==> config.mk <==
export PLATFORM = sky130hd
export DESIGN_NAME = double_ended_ring_buffer
export DESIGN_NICKNAME = d
export VERILOG_FILES = /design/src/hw/rtl/derb_pkg.sv /design/src/hw/rtl/derb_ctrl.sv /design/src/hw/rtl/derb_dp.sv /design/src/hw/rtl/double_ended_ring_buffer.sv
export SDC_FILE = /design/constraint.sdc
export NUM_CORES = 1
export LEC_CHECK = 0
export BUFFER_PORTS_ARGS = -buffer_cell sky130_fd_sc_hd__clkbuf_2
export CAP_MARGIN = 10
export CORE_UTILIZATION = 46
export CTS_CLUSTER_SIZE = 12
export DETAILED_ROUTE_END_ITERATION = 8
export PLACE_DENSITY = 0.61
export SYNTH_ARGS = -nofsm -noshare
export SYNTH_HDL_FRONTEND = slang
export SYNTH_SLANG_ARGS = --single-unit
==> constraint.sdc <==
create_clock -name clk -period 6.84 [get_ports clk]
set_input_delay 1.368 -clock clk [delete_from_list [all_inputs] [get_ports clk]]
set_output_delay 1.368 -clock clk [all_outputs]
set_load 0.01 [all_outputs]
==> src/hw/rtl/derb_pkg.sv <==
// ----------------------------------------------------------------------------
// derb_pkg
// Shared sizes, action codes, control types and ring pointer helpers for the
// double-ended ring buffer.
// ----------------------------------------------------------------------------
package derb_pkg;

	localparam int DEPTH  = 16;
	localparam int ITEM_W = 32;
	localparam int PTR_W  = $clog2(DEPTH);
	localparam int CNT_W  = $clog2(DEPTH + 1);
	localparam int ACT_W  = 4;

	localparam logic [ACT_W-1:0] ACT_PUSH_BACK      = 4'd0;
	localparam logic [ACT_W-1:0] ACT_PUSH_FRONT     = 4'd1;
	localparam logic [ACT_W-1:0] ACT_PUSH_BACK_OVW  = 4'd2;
	localparam logic [ACT_W-1:0] ACT_PUSH_FRONT_OVW = 4'd3;
	localparam logic [ACT_W-1:0] ACT_POP_BACK       = 4'd4;
	localparam logic [ACT_W-1:0] ACT_POP_FRONT      = 4'd5;
	localparam logic [ACT_W-1:0] ACT_PEEK           = 4'd6;
	localparam logic [ACT_W-1:0] ACT_READ_RUN       = 4'd7;
	localparam logic [ACT_W-1:0] ACT_CLEAR          = 4'd8;

	// controller -> datapath
	typedef struct packed {
		logic load;   // latch a new word
		logic exec;   // carry out the latched action
		logic step;   // advance a run read by one word
	} derb_cmd_t;

	// datapath -> controller
	typedef struct packed {
		logic last;   // word on the result ports is the final one
	} derb_stat_t;

	function automatic logic [PTR_W-1:0] ptr_inc(input logic [PTR_W-1:0] p,
			input logic [CNT_W-1:0] cap);
		logic [CNT_W-1:0] n;
		n = CNT_W'(p) + CNT_W'(1);
		return (n >= cap) ? '0 : n[PTR_W-1:0];
	endfunction

	function automatic logic [PTR_W-1:0] ptr_dec(input logic [PTR_W-1:0] p,
			input logic [CNT_W-1:0] cap);
		logic [CNT_W-1:0] n;
		n = (p == '0) ? cap - CNT_W'(1) : CNT_W'(p) - CNT_W'(1);
		return n[PTR_W-1:0];
	endfunction

	// slot of the item at offset off from the front; front + off < 2 * cap
	function automatic logic [PTR_W-1:0] ptr_slot(input logic [PTR_W-1:0] front,
			input logic [CNT_W-1:0] off, input logic [CNT_W-1:0] cap);
		logic [CNT_W:0] s;
		s = (CNT_W+1)'(front) + (CNT_W+1)'(off);
		if (s >= (CNT_W+1)'(cap)) begin
			s = s - (CNT_W+1)'(cap);
		end
		return s[PTR_W-1:0];
	endfunction

endpackage

==> src/hw/rtl/derb_ctrl.sv <==
// ----------------------------------------------------------------------------
// derb_ctrl
// Sequencer: accept, execute, then present one or more result words.
// ----------------------------------------------------------------------------
module derb_ctrl import derb_pkg::*; (
	input  logic       clk,
	input  logic       arst_n,
	input  logic       start,
	input  derb_stat_t stat,
	output derb_cmd_t  cmd,
	output logic       busy,
	output logic       done
);

	localparam logic [1:0] ST_IDLE = 2'd0;
	localparam logic [1:0] ST_EXEC = 2'd1;
	localparam logic [1:0] ST_OUT  = 2'd2;

	logic [1:0] state_q;
	logic [1:0] state_d;
	logic       free;

	// free to take a word when idle or showing the final result
	assign free = (state_q == ST_IDLE) || ((state_q == ST_OUT) && stat.last);
	assign busy = !free;
	assign done = (state_q == ST_OUT);

	always_comb begin
		cmd.load = start && free;
		cmd.exec = (state_q == ST_EXEC);
		cmd.step = (state_q == ST_OUT) && !stat.last;
		state_d  = state_q;
		case (state_q)
			ST_IDLE: begin
				if (start) state_d = ST_EXEC;
			end
			ST_EXEC: begin
				state_d = ST_OUT;
			end
			ST_OUT: begin
				if (stat.last) state_d = start ? ST_EXEC : ST_IDLE;
			end
			default: begin
				state_d = ST_IDLE;
			end
		endcase
	end

	always_ff @(posedge clk or negedge arst_n) begin
		if (!arst_n) begin
			state_q <= ST_IDLE;
		end else begin
			state_q <= state_d;
		end
	end

endmodule

==> src/hw/rtl/derb_dp.sv <==
// ----------------------------------------------------------------------------
// derb_dp
// Datapath: item store, ring pointers, capacity register, run counters and
// result registers.
// ----------------------------------------------------------------------------
module derb_dp import derb_pkg::*; (
	input  logic              clk,
	input  logic              arst_n,
	input  derb_cmd_t         cmd,
	output derb_stat_t        stat,
	input  logic              cfg_we,
	input  logic [CNT_W-1:0]  cfg_data,
	input  logic [ACT_W-1:0]  action,
	input  logic [ITEM_W-1:0] data_in,
	input  logic [PTR_W-1:0]  index,
	input  logic [CNT_W-1:0]  run_length,
	output logic              ok,
	output logic [ITEM_W-1:0] data_out,
	output logic              data_valid,
	output logic              evicted,
	output logic [CNT_W-1:0]  count_after,
	output logic              last
);

	logic [ITEM_W-1:0] mem [DEPTH];
	logic [ITEM_W-1:0] rd_data_q;

	// latched word
	logic [ACT_W-1:0]  act_q;
	logic [ITEM_W-1:0] din_q;
	logic [PTR_W-1:0]  idx_q;
	logic [CNT_W-1:0]  len_q;

	// ring state
	logic [PTR_W-1:0]  front_q, back_q;
	logic [CNT_W-1:0]  count_q, cap_q;

	// run read progress
	logic [CNT_W-1:0]  off_q, rem_q;

	// result word
	logic              res_ok_q, res_valid_q, res_ev_q, res_last_q;
	logic [CNT_W-1:0]  res_count_q;

	// next-state terms for an executed action
	logic [PTR_W-1:0]  front_n, back_n, f1, rd_addr, wr_addr;
	logic [CNT_W-1:0]  count_n, c1, off_n, rem_n, cap_clamp;
	logic              wr_en, ok_n, valid_n, ev_n, last_n, full;
	logic              run_bad;

	assign full = (count_q >= cap_q);
	assign run_bad = (CNT_W'(idx_q) >= count_q) ||
		((CNT_W+1)'(idx_q) + (CNT_W+1)'(len_q) > (CNT_W+1)'(count_q));

	always_comb begin
		if (cfg_data == '0) begin
			cap_clamp = CNT_W'(1);
		end else if (cfg_data > CNT_W'(DEPTH)) begin
			cap_clamp = CNT_W'(DEPTH);
		end else begin
			cap_clamp = cfg_data;
		end
	end

	always_comb begin
		front_n = front_q;
		back_n  = back_q;
		count_n = count_q;
		wr_en   = 1'b0;
		wr_addr = back_q;
		rd_addr = ptr_slot(front_q, off_q, cap_q);
		ok_n    = 1'b0;
		valid_n = 1'b0;
		ev_n    = 1'b0;
		last_n  = 1'b1;
		off_n   = off_q;
		rem_n   = rem_q;
		// evict the front first when an overwrite push finds the ring full
		f1      = full ? ptr_inc(front_q, cap_q) : front_q;
		c1      = full ? count_q - CNT_W'(1) : count_q;
		case (act_q)
			ACT_PUSH_BACK: begin
				if (!full) begin
					ok_n    = 1'b1;
					wr_en   = 1'b1;
					wr_addr = back_q;
					back_n  = ptr_inc(back_q, cap_q);
					count_n = count_q + CNT_W'(1);
				end
			end
			ACT_PUSH_FRONT: begin
				if (!full) begin
					ok_n    = 1'b1;
					wr_en   = 1'b1;
					front_n = ptr_dec(front_q, cap_q);
					wr_addr = front_n;
					count_n = count_q + CNT_W'(1);
				end
			end
			ACT_PUSH_BACK_OVW: begin
				ok_n    = 1'b1;
				valid_n = full;
				ev_n    = full;
				rd_addr = front_q;
				front_n = f1;
				wr_en   = 1'b1;
				wr_addr = back_q;
				back_n  = ptr_inc(back_q, cap_q);
				count_n = c1 + CNT_W'(1);
			end
			ACT_PUSH_FRONT_OVW: begin
				// on eviction this lands in the slot the old head held
				ok_n    = 1'b1;
				valid_n = full;
				ev_n    = full;
				rd_addr = front_q;
				front_n = ptr_dec(f1, cap_q);
				wr_en   = 1'b1;
				wr_addr = front_n;
				count_n = c1 + CNT_W'(1);
			end
			ACT_POP_BACK: begin
				if (count_q != '0) begin
					ok_n    = 1'b1;
					valid_n = 1'b1;
					back_n  = ptr_dec(back_q, cap_q);
					rd_addr = back_n;
					count_n = count_q - CNT_W'(1);
				end
			end
			ACT_POP_FRONT: begin
				if (count_q != '0) begin
					ok_n    = 1'b1;
					valid_n = 1'b1;
					rd_addr = front_q;
					front_n = ptr_inc(front_q, cap_q);
					count_n = count_q - CNT_W'(1);
				end
			end
			ACT_PEEK: begin
				ok_n    = (CNT_W'(idx_q) < count_q);
				valid_n = ok_n;
				rd_addr = ptr_slot(front_q, CNT_W'(idx_q), cap_q);
			end
			ACT_READ_RUN: begin
				ok_n    = !run_bad;
				// first word at the start index, later words at the run offset
				rd_addr = cmd.step ? ptr_slot(front_q, off_q, cap_q) :
					ptr_slot(front_q, CNT_W'(idx_q), cap_q);
				if (!run_bad && (len_q != '0)) begin
					valid_n = 1'b1;
					last_n  = (len_q == CNT_W'(1));
					rem_n   = len_q;
					off_n   = CNT_W'(idx_q) + CNT_W'(1);
				end
			end
			ACT_CLEAR: begin
				ok_n    = 1'b1;
				front_n = '0;
				back_n  = '0;
				count_n = '0;
			end
			default: begin
				ok_n = 1'b0;
			end
		endcase
	end

	// store: read before write on a shared address
	always_ff @(posedge clk) begin
		if (cmd.exec || cmd.step) begin
			rd_data_q <= mem[rd_addr];
		end
		if (cmd.exec && wr_en) begin
			mem[wr_addr] <= din_q;
		end
	end

	// payload registers
	always_ff @(posedge clk) begin
		if (cmd.load) begin
			act_q <= action;
			din_q <= data_in;
			idx_q <= index;
			len_q <= run_length;
		end
		if (cmd.exec) begin
			off_q       <= off_n;
			rem_q       <= rem_n;
			res_ok_q    <= ok_n;
			res_valid_q <= valid_n;
			res_ev_q    <= ev_n;
			res_count_q <= count_n;
		end else if (cmd.step) begin
			off_q <= off_q + CNT_W'(1);
			rem_q <= rem_q - CNT_W'(1);
		end
	end

	// control state
	always_ff @(posedge clk or negedge arst_n) begin
		if (!arst_n) begin
			front_q    <= '0;
			back_q     <= '0;
			count_q    <= '0;
			cap_q      <= CNT_W'(DEPTH);
			res_last_q <= 1'b1;
		end else begin
			if (cfg_we) begin
				cap_q   <= cap_clamp;
				front_q <= '0;
				back_q  <= '0;
				count_q <= '0;
			end else if (cmd.exec) begin
				front_q <= front_n;
				back_q  <= back_n;
				count_q <= count_n;
			end
			if (cmd.exec) begin
				res_last_q <= last_n;
			end else if (cmd.step) begin
				res_last_q <= (rem_q == CNT_W'(2));
			end
		end
	end

	assign stat.last   = res_last_q;
	assign ok          = res_ok_q;
	assign data_valid  = res_valid_q;
	assign data_out    = res_valid_q ? rd_data_q : '0;
	assign evicted     = res_ev_q;
	assign count_after = res_count_q;
	assign last        = res_last_q;

endmodule

==> src/hw/rtl/double_ended_ring_buffer.sv <==
// ----------------------------------------------------------------------------
// double_ended_ring_buffer
// Deque of 32-bit items on a ring of 16 slots, with push/pop at both ends,
// overwrite pushes, peek, run reads and clear.
// ----------------------------------------------------------------------------
//
//  channel  | handshake             | payload
//  ---------+-----------------------+----------------------------------------
//  command  | start / busy          | action, data_in, index, run_length
//  result   | done (each result)    | ok, data_out, data_valid, evicted,
//           |                       | count_after, last
//  config   | cfg_we                | cfg_data (capacity_in_use)
//
// A word is taken on an edge with start high and busy low. It then passes
// through execute (ring update plus store read); its result is then on the
// ports for one cycle with done high. A run read of N words gives N results
// on consecutive cycles, one store read each. Back-to-back words therefore
// alternate between execute and result, since the store read is registered.
// busy drops during the final result so the next word is taken there.
// Reset empties the ring and sets capacity to 16; the store is not cleared.
// Results cannot be held off; a config write also empties the ring.
//
module double_ended_ring_buffer import derb_pkg::*; (
	input  logic              clk,
	input  logic              arst_n,
	// command
	input  logic              start,
	output logic              busy,
	input  logic [ACT_W-1:0]  action,
	input  logic [ITEM_W-1:0] data_in,
	input  logic [PTR_W-1:0]  index,
	input  logic [CNT_W-1:0]  run_length,
	// config
	input  logic              cfg_we,
	input  logic [CNT_W-1:0]  cfg_data,
	// result
	output logic              done,
	output logic              ok,
	output logic [ITEM_W-1:0] data_out,
	output logic              data_valid,
	output logic              evicted,
	output logic [CNT_W-1:0]  count_after,
	output logic              last
);

	derb_cmd_t  cmd;
	derb_stat_t stat;

	// sequencer
	derb_ctrl u_ctrl (
		.clk    (clk),
		.arst_n (arst_n),
		.start  (start),
		.stat   (stat),
		.cmd    (cmd),
		.busy   (busy),
		.done   (done)
	);

	// store, pointers and result registers
	derb_dp u_dp (
		.clk         (clk),
		.arst_n      (arst_n),
		.cmd         (cmd),
		.stat        (stat),
		.cfg_we      (cfg_we),
		.cfg_data    (cfg_data),
		.action      (action),
		.data_in     (data_in),
		.index       (index),
		.run_length  (run_length),
		.ok          (ok),
		.data_out    (data_out),
		.data_valid  (data_valid),
		.evicted     (evicted),
		.count_after (count_after),
		.last        (last)
	);

endmodule
## Yosys cells after proc, flatten, opt, wreduce, memory -nomap -nowiden

Memories as Yosys holds them, arrays and structs flattened. A register that Yosys moved wholly into a read port is not among the register bits.
Index checks and enable logic that the tools add are counted.

- Latch bits: 0
- Output and inout port bits: 43
- Logic and storage cells: 151
- Bits in writable memories: 512
- Register bits after elaboration: 84
- Input port bits: 54
- Memory bits (read-only): 0
- Memories kept: 1

Memory list:

| name | depth | width | rd ports | clocked after Yosys merged registers in | wr ports | RTL line | text |
|---|---|---|---|---|---|---|---|
| u_dp.mem | 16 | 32 | 1 | 1 | 1 | derb_dp.sv:25 | `logic [ITEM_W-1:0] mem [DEPTH];` |

- Add/sub/neg operators: 17
- Bitwise logic cells: 0
- Eq/ne operators: 20
- Div/mod/pow operators: 0
- Shifts and indexed selects: 0
- Reduce and logical (&&, ||, !) cells: 31
- $lt $le $gt $ge: 9
- Mux-type cells: 57
- $mul: 0

Operators by type and width:

| kind | count |
|---|---|
| $mux 4 | 20 |
| $mux 5 | 15 |
| $pmux 4 s5 | 2 |
| $mux 32 | 1 |
| $ge 5x5->1 | 4 |
| $pmux 5 s4 | 1 |
| $eq 4x3->1 const B | 4 |
| $logic_not 4->1 | 4 |
| $pmux 4 s4 | 1 |
| $sub 4x1->4 const B | 4 |
| $add 4x1->5 const B | 3 |
| $add 5x1->5 const B | 3 |
| $reduce_bool 5->1 | 3 |
| $add 4x5->6 | 2 |
| $mux 1 | 10 |
| $sub 5x1->5 const B | 2 |
| $eq 4x2->1 const B | 2 |
| $pmux 4 s2 | 1 |
| $reduce_and 4->1 | 2 |
| $sub 4x4->4 | 2 |
| $ge 6x5->1 | 1 |
| $gt 6x5->1 | 1 |
| $ne 2x2->1 const B | 3 |
| $ne 3x2->1 const B | 2 |
| other kinds (28) | 41 |

## Longest topological paths before layout

- Depth in word-level cells: 9
- Gate-level depth with buffers: 18

## Modules after synthesis

Synthesis repeated with hierarchy kept, for this count alone.

- Cells, all modules: 2018
- Area, all modules: 27655.3 µm²

Modules (own cells, without submodules):

| module | cells each | area each (µm²) | seq. area each (µm²) | instances |
|---|---|---|---|---|
| derb_dp | 2006 | 27532.7 | 18705.4 | 1 |
| derb_ctrl | 12 | 122.6 | 50.0 | 1 |

## Least setup slack after synthesis

Ideal clock, no wire load.

- Path kind: reg2reg
- Start: register u_dp.count_q[0]
- End: memory u_dp.mem[9][0] (enable)
- Slack: 0.031 ns
- Data required time: 6.372 ns
- Setup time: 0.468 ns
- Buffers on the path: 5
- Clock period less this slack: 6.809 ns
- Cell stages (with the launch flop): 19
- Data arrival time: 6.342 ns
- Cells stage by stage: dfrtp_1 > clkbuf_1 > inv_1 > ha_1 > nand2b_1 > a31oi_1 > o21a_1 > clkbuf_1 > clkbuf_1 > buf_1 > nor2_1 > a22oi_1 > ha_1 > o31ai_1 > o211a_1 > nor4_1 > a211o_1 > clkbuf_1 > nor3b_1

- Word-level cells in the longest chain between the ends: 6

Ends and longest elaborated chain:

| what | RTL line | text |
|---|---|---|
| from (decl) | derb_dp.sv:36 | `logic [CNT_W-1:0] count_q, cap_q;` |
| from (signal assigned) | derb_dp.sv:217 | `count_q <= count_n;` |
| $ge 5x5->1 (*) | derb_dp.sv:51 | `assign full = (count_q >= cap_q);` |
| branches (longest 5 deep; another with $sub 4x1->4) | - |  |
| to (decl) | derb_dp.sv:25 |  |

Mark *: on every way between the ends.

## Worst setup path after layout

- Start: register u_dp.front_q[0]
- End: memory u_dp.mem[14][10] (enable)

- Word-level cells in the longest chain between the ends: 7

Ends and longest elaborated chain:

| what | RTL line | text |
|---|---|---|
| from (decl) | derb_dp.sv:35 | `logic [PTR_W-1:0] front_q, back_q;` |
| from (signal assigned) | derb_dp.sv:215 | `front_q <= front_n;` |
| $add 4x1->5 | derb_pkg.sv:39 | `n = CNT_W'(p) + CNT_W'(1);` |
| $ge 5x5->1 | derb_pkg.sv:40 | `return (n >= cap) ? '0 : n[PTR_W-1:0];` |
| $mux 4 | derb_pkg.sv:40 |  |
| $mux 4 | derb_dp.sv:79 | `f1 = full ? ptr_inc(front_q, cap_q) : front_q;` |
| $sub 4x1->4 or $logic_not 4->1 (tied branches) | derb_pkg.sv:46 | `n = (p == '0) ? cap - CNT_W'(1) : CNT_W'(p) - CNT_W'(1);` |
| $mux 4 | derb_pkg.sv:46 |  |
| $pmux 4 s2 (*) | derb_dp.sv:81 | `case (act_q)` |

Every way passes the cells marked *; elsewhere a longest branch is shown, timed or not.

==> results.ini <==
[sta]
fin_crit_sh_pct = 79.9
rsz0062_at_grt = false
setup_viol = 0
fmax_ghz = 0.183
finalCriticalPeriod_ns = 5.46
worst_pin_slew_ns = 1.29
setup-tns-final_ns = 0
hold_viol_final = 0
skew_ns = 0.0162
maxSlewViolCount = 0
final.setup.worst_slack_ns = 1.38
slew_headroom_pct = 13.5

[synth]
syn_area_sq_um = 27300
async_flop_share_pct = 3.34
syn_nets = 1808
post-synth-top-area-cell = edfxtp_1
synth_top_area_share_pct = 66.8
postSynthAreaPerCell_sq_um = 16.1
synth_edf_count = 607
synth_seq_cells = 628
synth.area.top_cells = edfxtp_1, mux4_2, mux2i_1, ha_1, dfrtp_1
seq_area_frac_synth_pct = 68.7
ys_warn_count = 0
synth_flop_cell = edfxtp_1
synth_most_common_cell = edfxtp_1
syn_inst = 1690
ys_top_cells_by_count = edfxtp_1, mux2i_1, inv_1
yosysUniqueCellTypes = 80

[die]
die_y_microns = 246
die_area_sq_um = 60300
die_w_microns = 246
pin_count = 97
rows = 88
start_util_pct = 46.9
core-area_sq_um = 58100

[setup_path]
r2r_slack_ns = 1.38
cpMaxStageDelayCell = and3b_2
cp_data_required_time_ns = 7.15
crit_path_start_kind = flop
cpPeakStageDelay_ns = 0.90
cpMostUsedCell = ha_1
end_kind = flop
criticalPathCategory = reg -> reg
crit_fanout = 24
cpLargestDelayFamily = compound AO/OA/AOI/OAI gates
worstPathArrival_ns = 5.77
critical_path.n_buffers_inverters = 3
path_cells = inv_1 -> ha_1 -> ha_1 -> nand2_1 -> o21ai_0 -> a21o_1 -> nor3_1 -> a21o_1 -> inv_1 -> ha_1 -> o31ai_1 -> o211a_1 -> nor4_1 -> a211o_1 -> and3b_2 -> buf_4

[route]
viasPerCell = 5.87
drt_pass1_iterations = 5
drc = 0
antenna_left = 0
initialDrtViolationCount = 1301
wl_per_cell_microns = 24.3
vias = 15300
wirelength_mm = 63.4

[hold_path]
hold_path.class = reg -> reg

[placement]
place.gp.congestion = 0.879
placement.io_buffers = 96
pre_cts_slack_ns = 1.46
detailed_place_hpwl_mm = 36.4

[clock_tree]
cts.sinks = 628
clk_latency_ns = 0.60
cts_inserted_buffers = 69
htree_levels = 3
cts_tree = done
cts_setup_buffers = 0
clk_pin_slew_ns = 0.06
cts_hold_buf = 0
ctsResizeCount = 0
clk_path_buf_depth = 3
root_buffer = clkbuf_16

[final_layout]
area_growth_pct = 12.8
num-nets-final = 1920
antenna_cells = 0
final_layout_size_suffix_gt1_share_pct = 19.2

[pwr]
ir_worst_vdd_mv = 0.297
p_leak_uw = 0.0108
powerDensity_nw_per_um2 = 384

[run_status]
status = finished, final reports clean

[global_route]
antenna_found_initial = 1
grt.overflow.total = 0
grt_pass1_vias = 15500
grt_pass1_wl_mm = 96.4
grt_usage_pct = 21.4
grt_max_degree = 100

[flow_run]
maxCapViolCount = 0

[state kept, by name, indices dropped and copies added, names as in the netlist]
| name | flops |
|---|---|
| u_dp.data_valid | 1 |
| u_ctrl.state_q | 2 |
| u_dp.back_q | 4 |
| u_dp.din_q | 32 |
| u_dp.len_q | 5 |
| u_dp.count_after | 5 |
| u_dp.ok | 1 |
| u_dp.last | 1 |
| u_dp.act_q | 4 |
| u_dp.rd_data_q | 32 |
| u_dp.front_q | 4 |
| u_dp.off_q | 5 |
| u_dp.idx_q | 4 |
| u_dp.cap_q | 5 |
| u_dp.rem_q | 5 |
| u_dp.count_q | 5 |
| u_dp.mem | 512 |
| u_dp.evicted | 1 |
[power breakdown]
group          switching [uW]  internal (uW)  leakage (uW)
combinational            2120           1610       0.00398
sequential                136           4480       0.00577
clock                    1460           2020       0.00100
total                    3720           8110        0.0108
[worst register-to-register path: cells and delay by family (launching register included)]
| kind | cells | cell delay (ns) |
|---|---|---|
| flops | 1 | 0.63 |
| simple gates | 4 | 1.35 |
| compound gates | 6 | 1.71 |
| fa+ha+maj | 3 | 0.94 |
| buf+inv | 3 | 0.57 |
[final timing paths]
kind / from / to / depth (start not counted)
min in group asynchronous: arst_n / u_ctrl.state_q[1] / 1
hold / removal: u_dp.rem_q[0] / u_dp.rem_q[0] / 1
setup reg to reg: u_dp.front_q[0] / u_dp.mem[14][10] / 16
hold reg to reg: u_dp.rem_q[0] / u_dp.rem_q[0] / 1
max in group asynchronous: arst_n / u_dp.cap_q[3] / 1
setup / recovery: u_dp.front_q[0] / u_dp.mem[14][10] / 16
[layer usage]
layer | GRT usage (%) | vias up | wire [microns]
met5 | 0 | - | 0
met4 | 6.43 | 0 | 1530
met3 | 3.12 | 115 | 2840
met2 | 34.4 | 417 | 30400
met1 | 30.3 | 7829 | 28600
li1 | - | 6944 | -
[kinds of logic after synthesis]
kind of cell | synth area share, %
flops | 68.7
fa+ha+maj | 3.07
compound gates | 8.24
simple gates | 5.67
buf+inv | 2.71
xor+xnor | 0.963
mux | 10.6
[cell type report]
cell class	instances	area, sq um
inverter	75	282
sequential	628	18800
timing repair buffer	133	808
multi-input combinational	895	7910
tap	765	957
clock inverter	24	249
clock buffer	88	1810
fill	4728	27400
[stage by stage]
step                      cells  hold WS (ns)  power (uW)  utilization, %  instance area [sq um]
after global routing       2608         0.663       12400            52.9                  30800
after global placement     2496         0.597        8430            49.4                  28700
after CTS                  2608         0.638       11900            52.9                  30800
after detailed placement   2496         0.625        8460            49.4                  28700
final                      2608         0.636       11800            52.9                  30800
after floorplan            1690         0.547        7450               -                  27300
[cells in the final DEF, fill, tap and decap left out, types with 41 or more instances in the layout]
master / instances
ha_1: 59
edfxtp_1: 607
mux4_2: 60
clkbuf_16: 69
nor4_1: 42
clkbuf_2: 96
a211oi_1: 42
inv_1: 72
nor2_1: 50
a21oi_1: 41
mux2i_1: 107
nand2_1: 52
No activity file was read; power rests on OpenSTA's default activity.
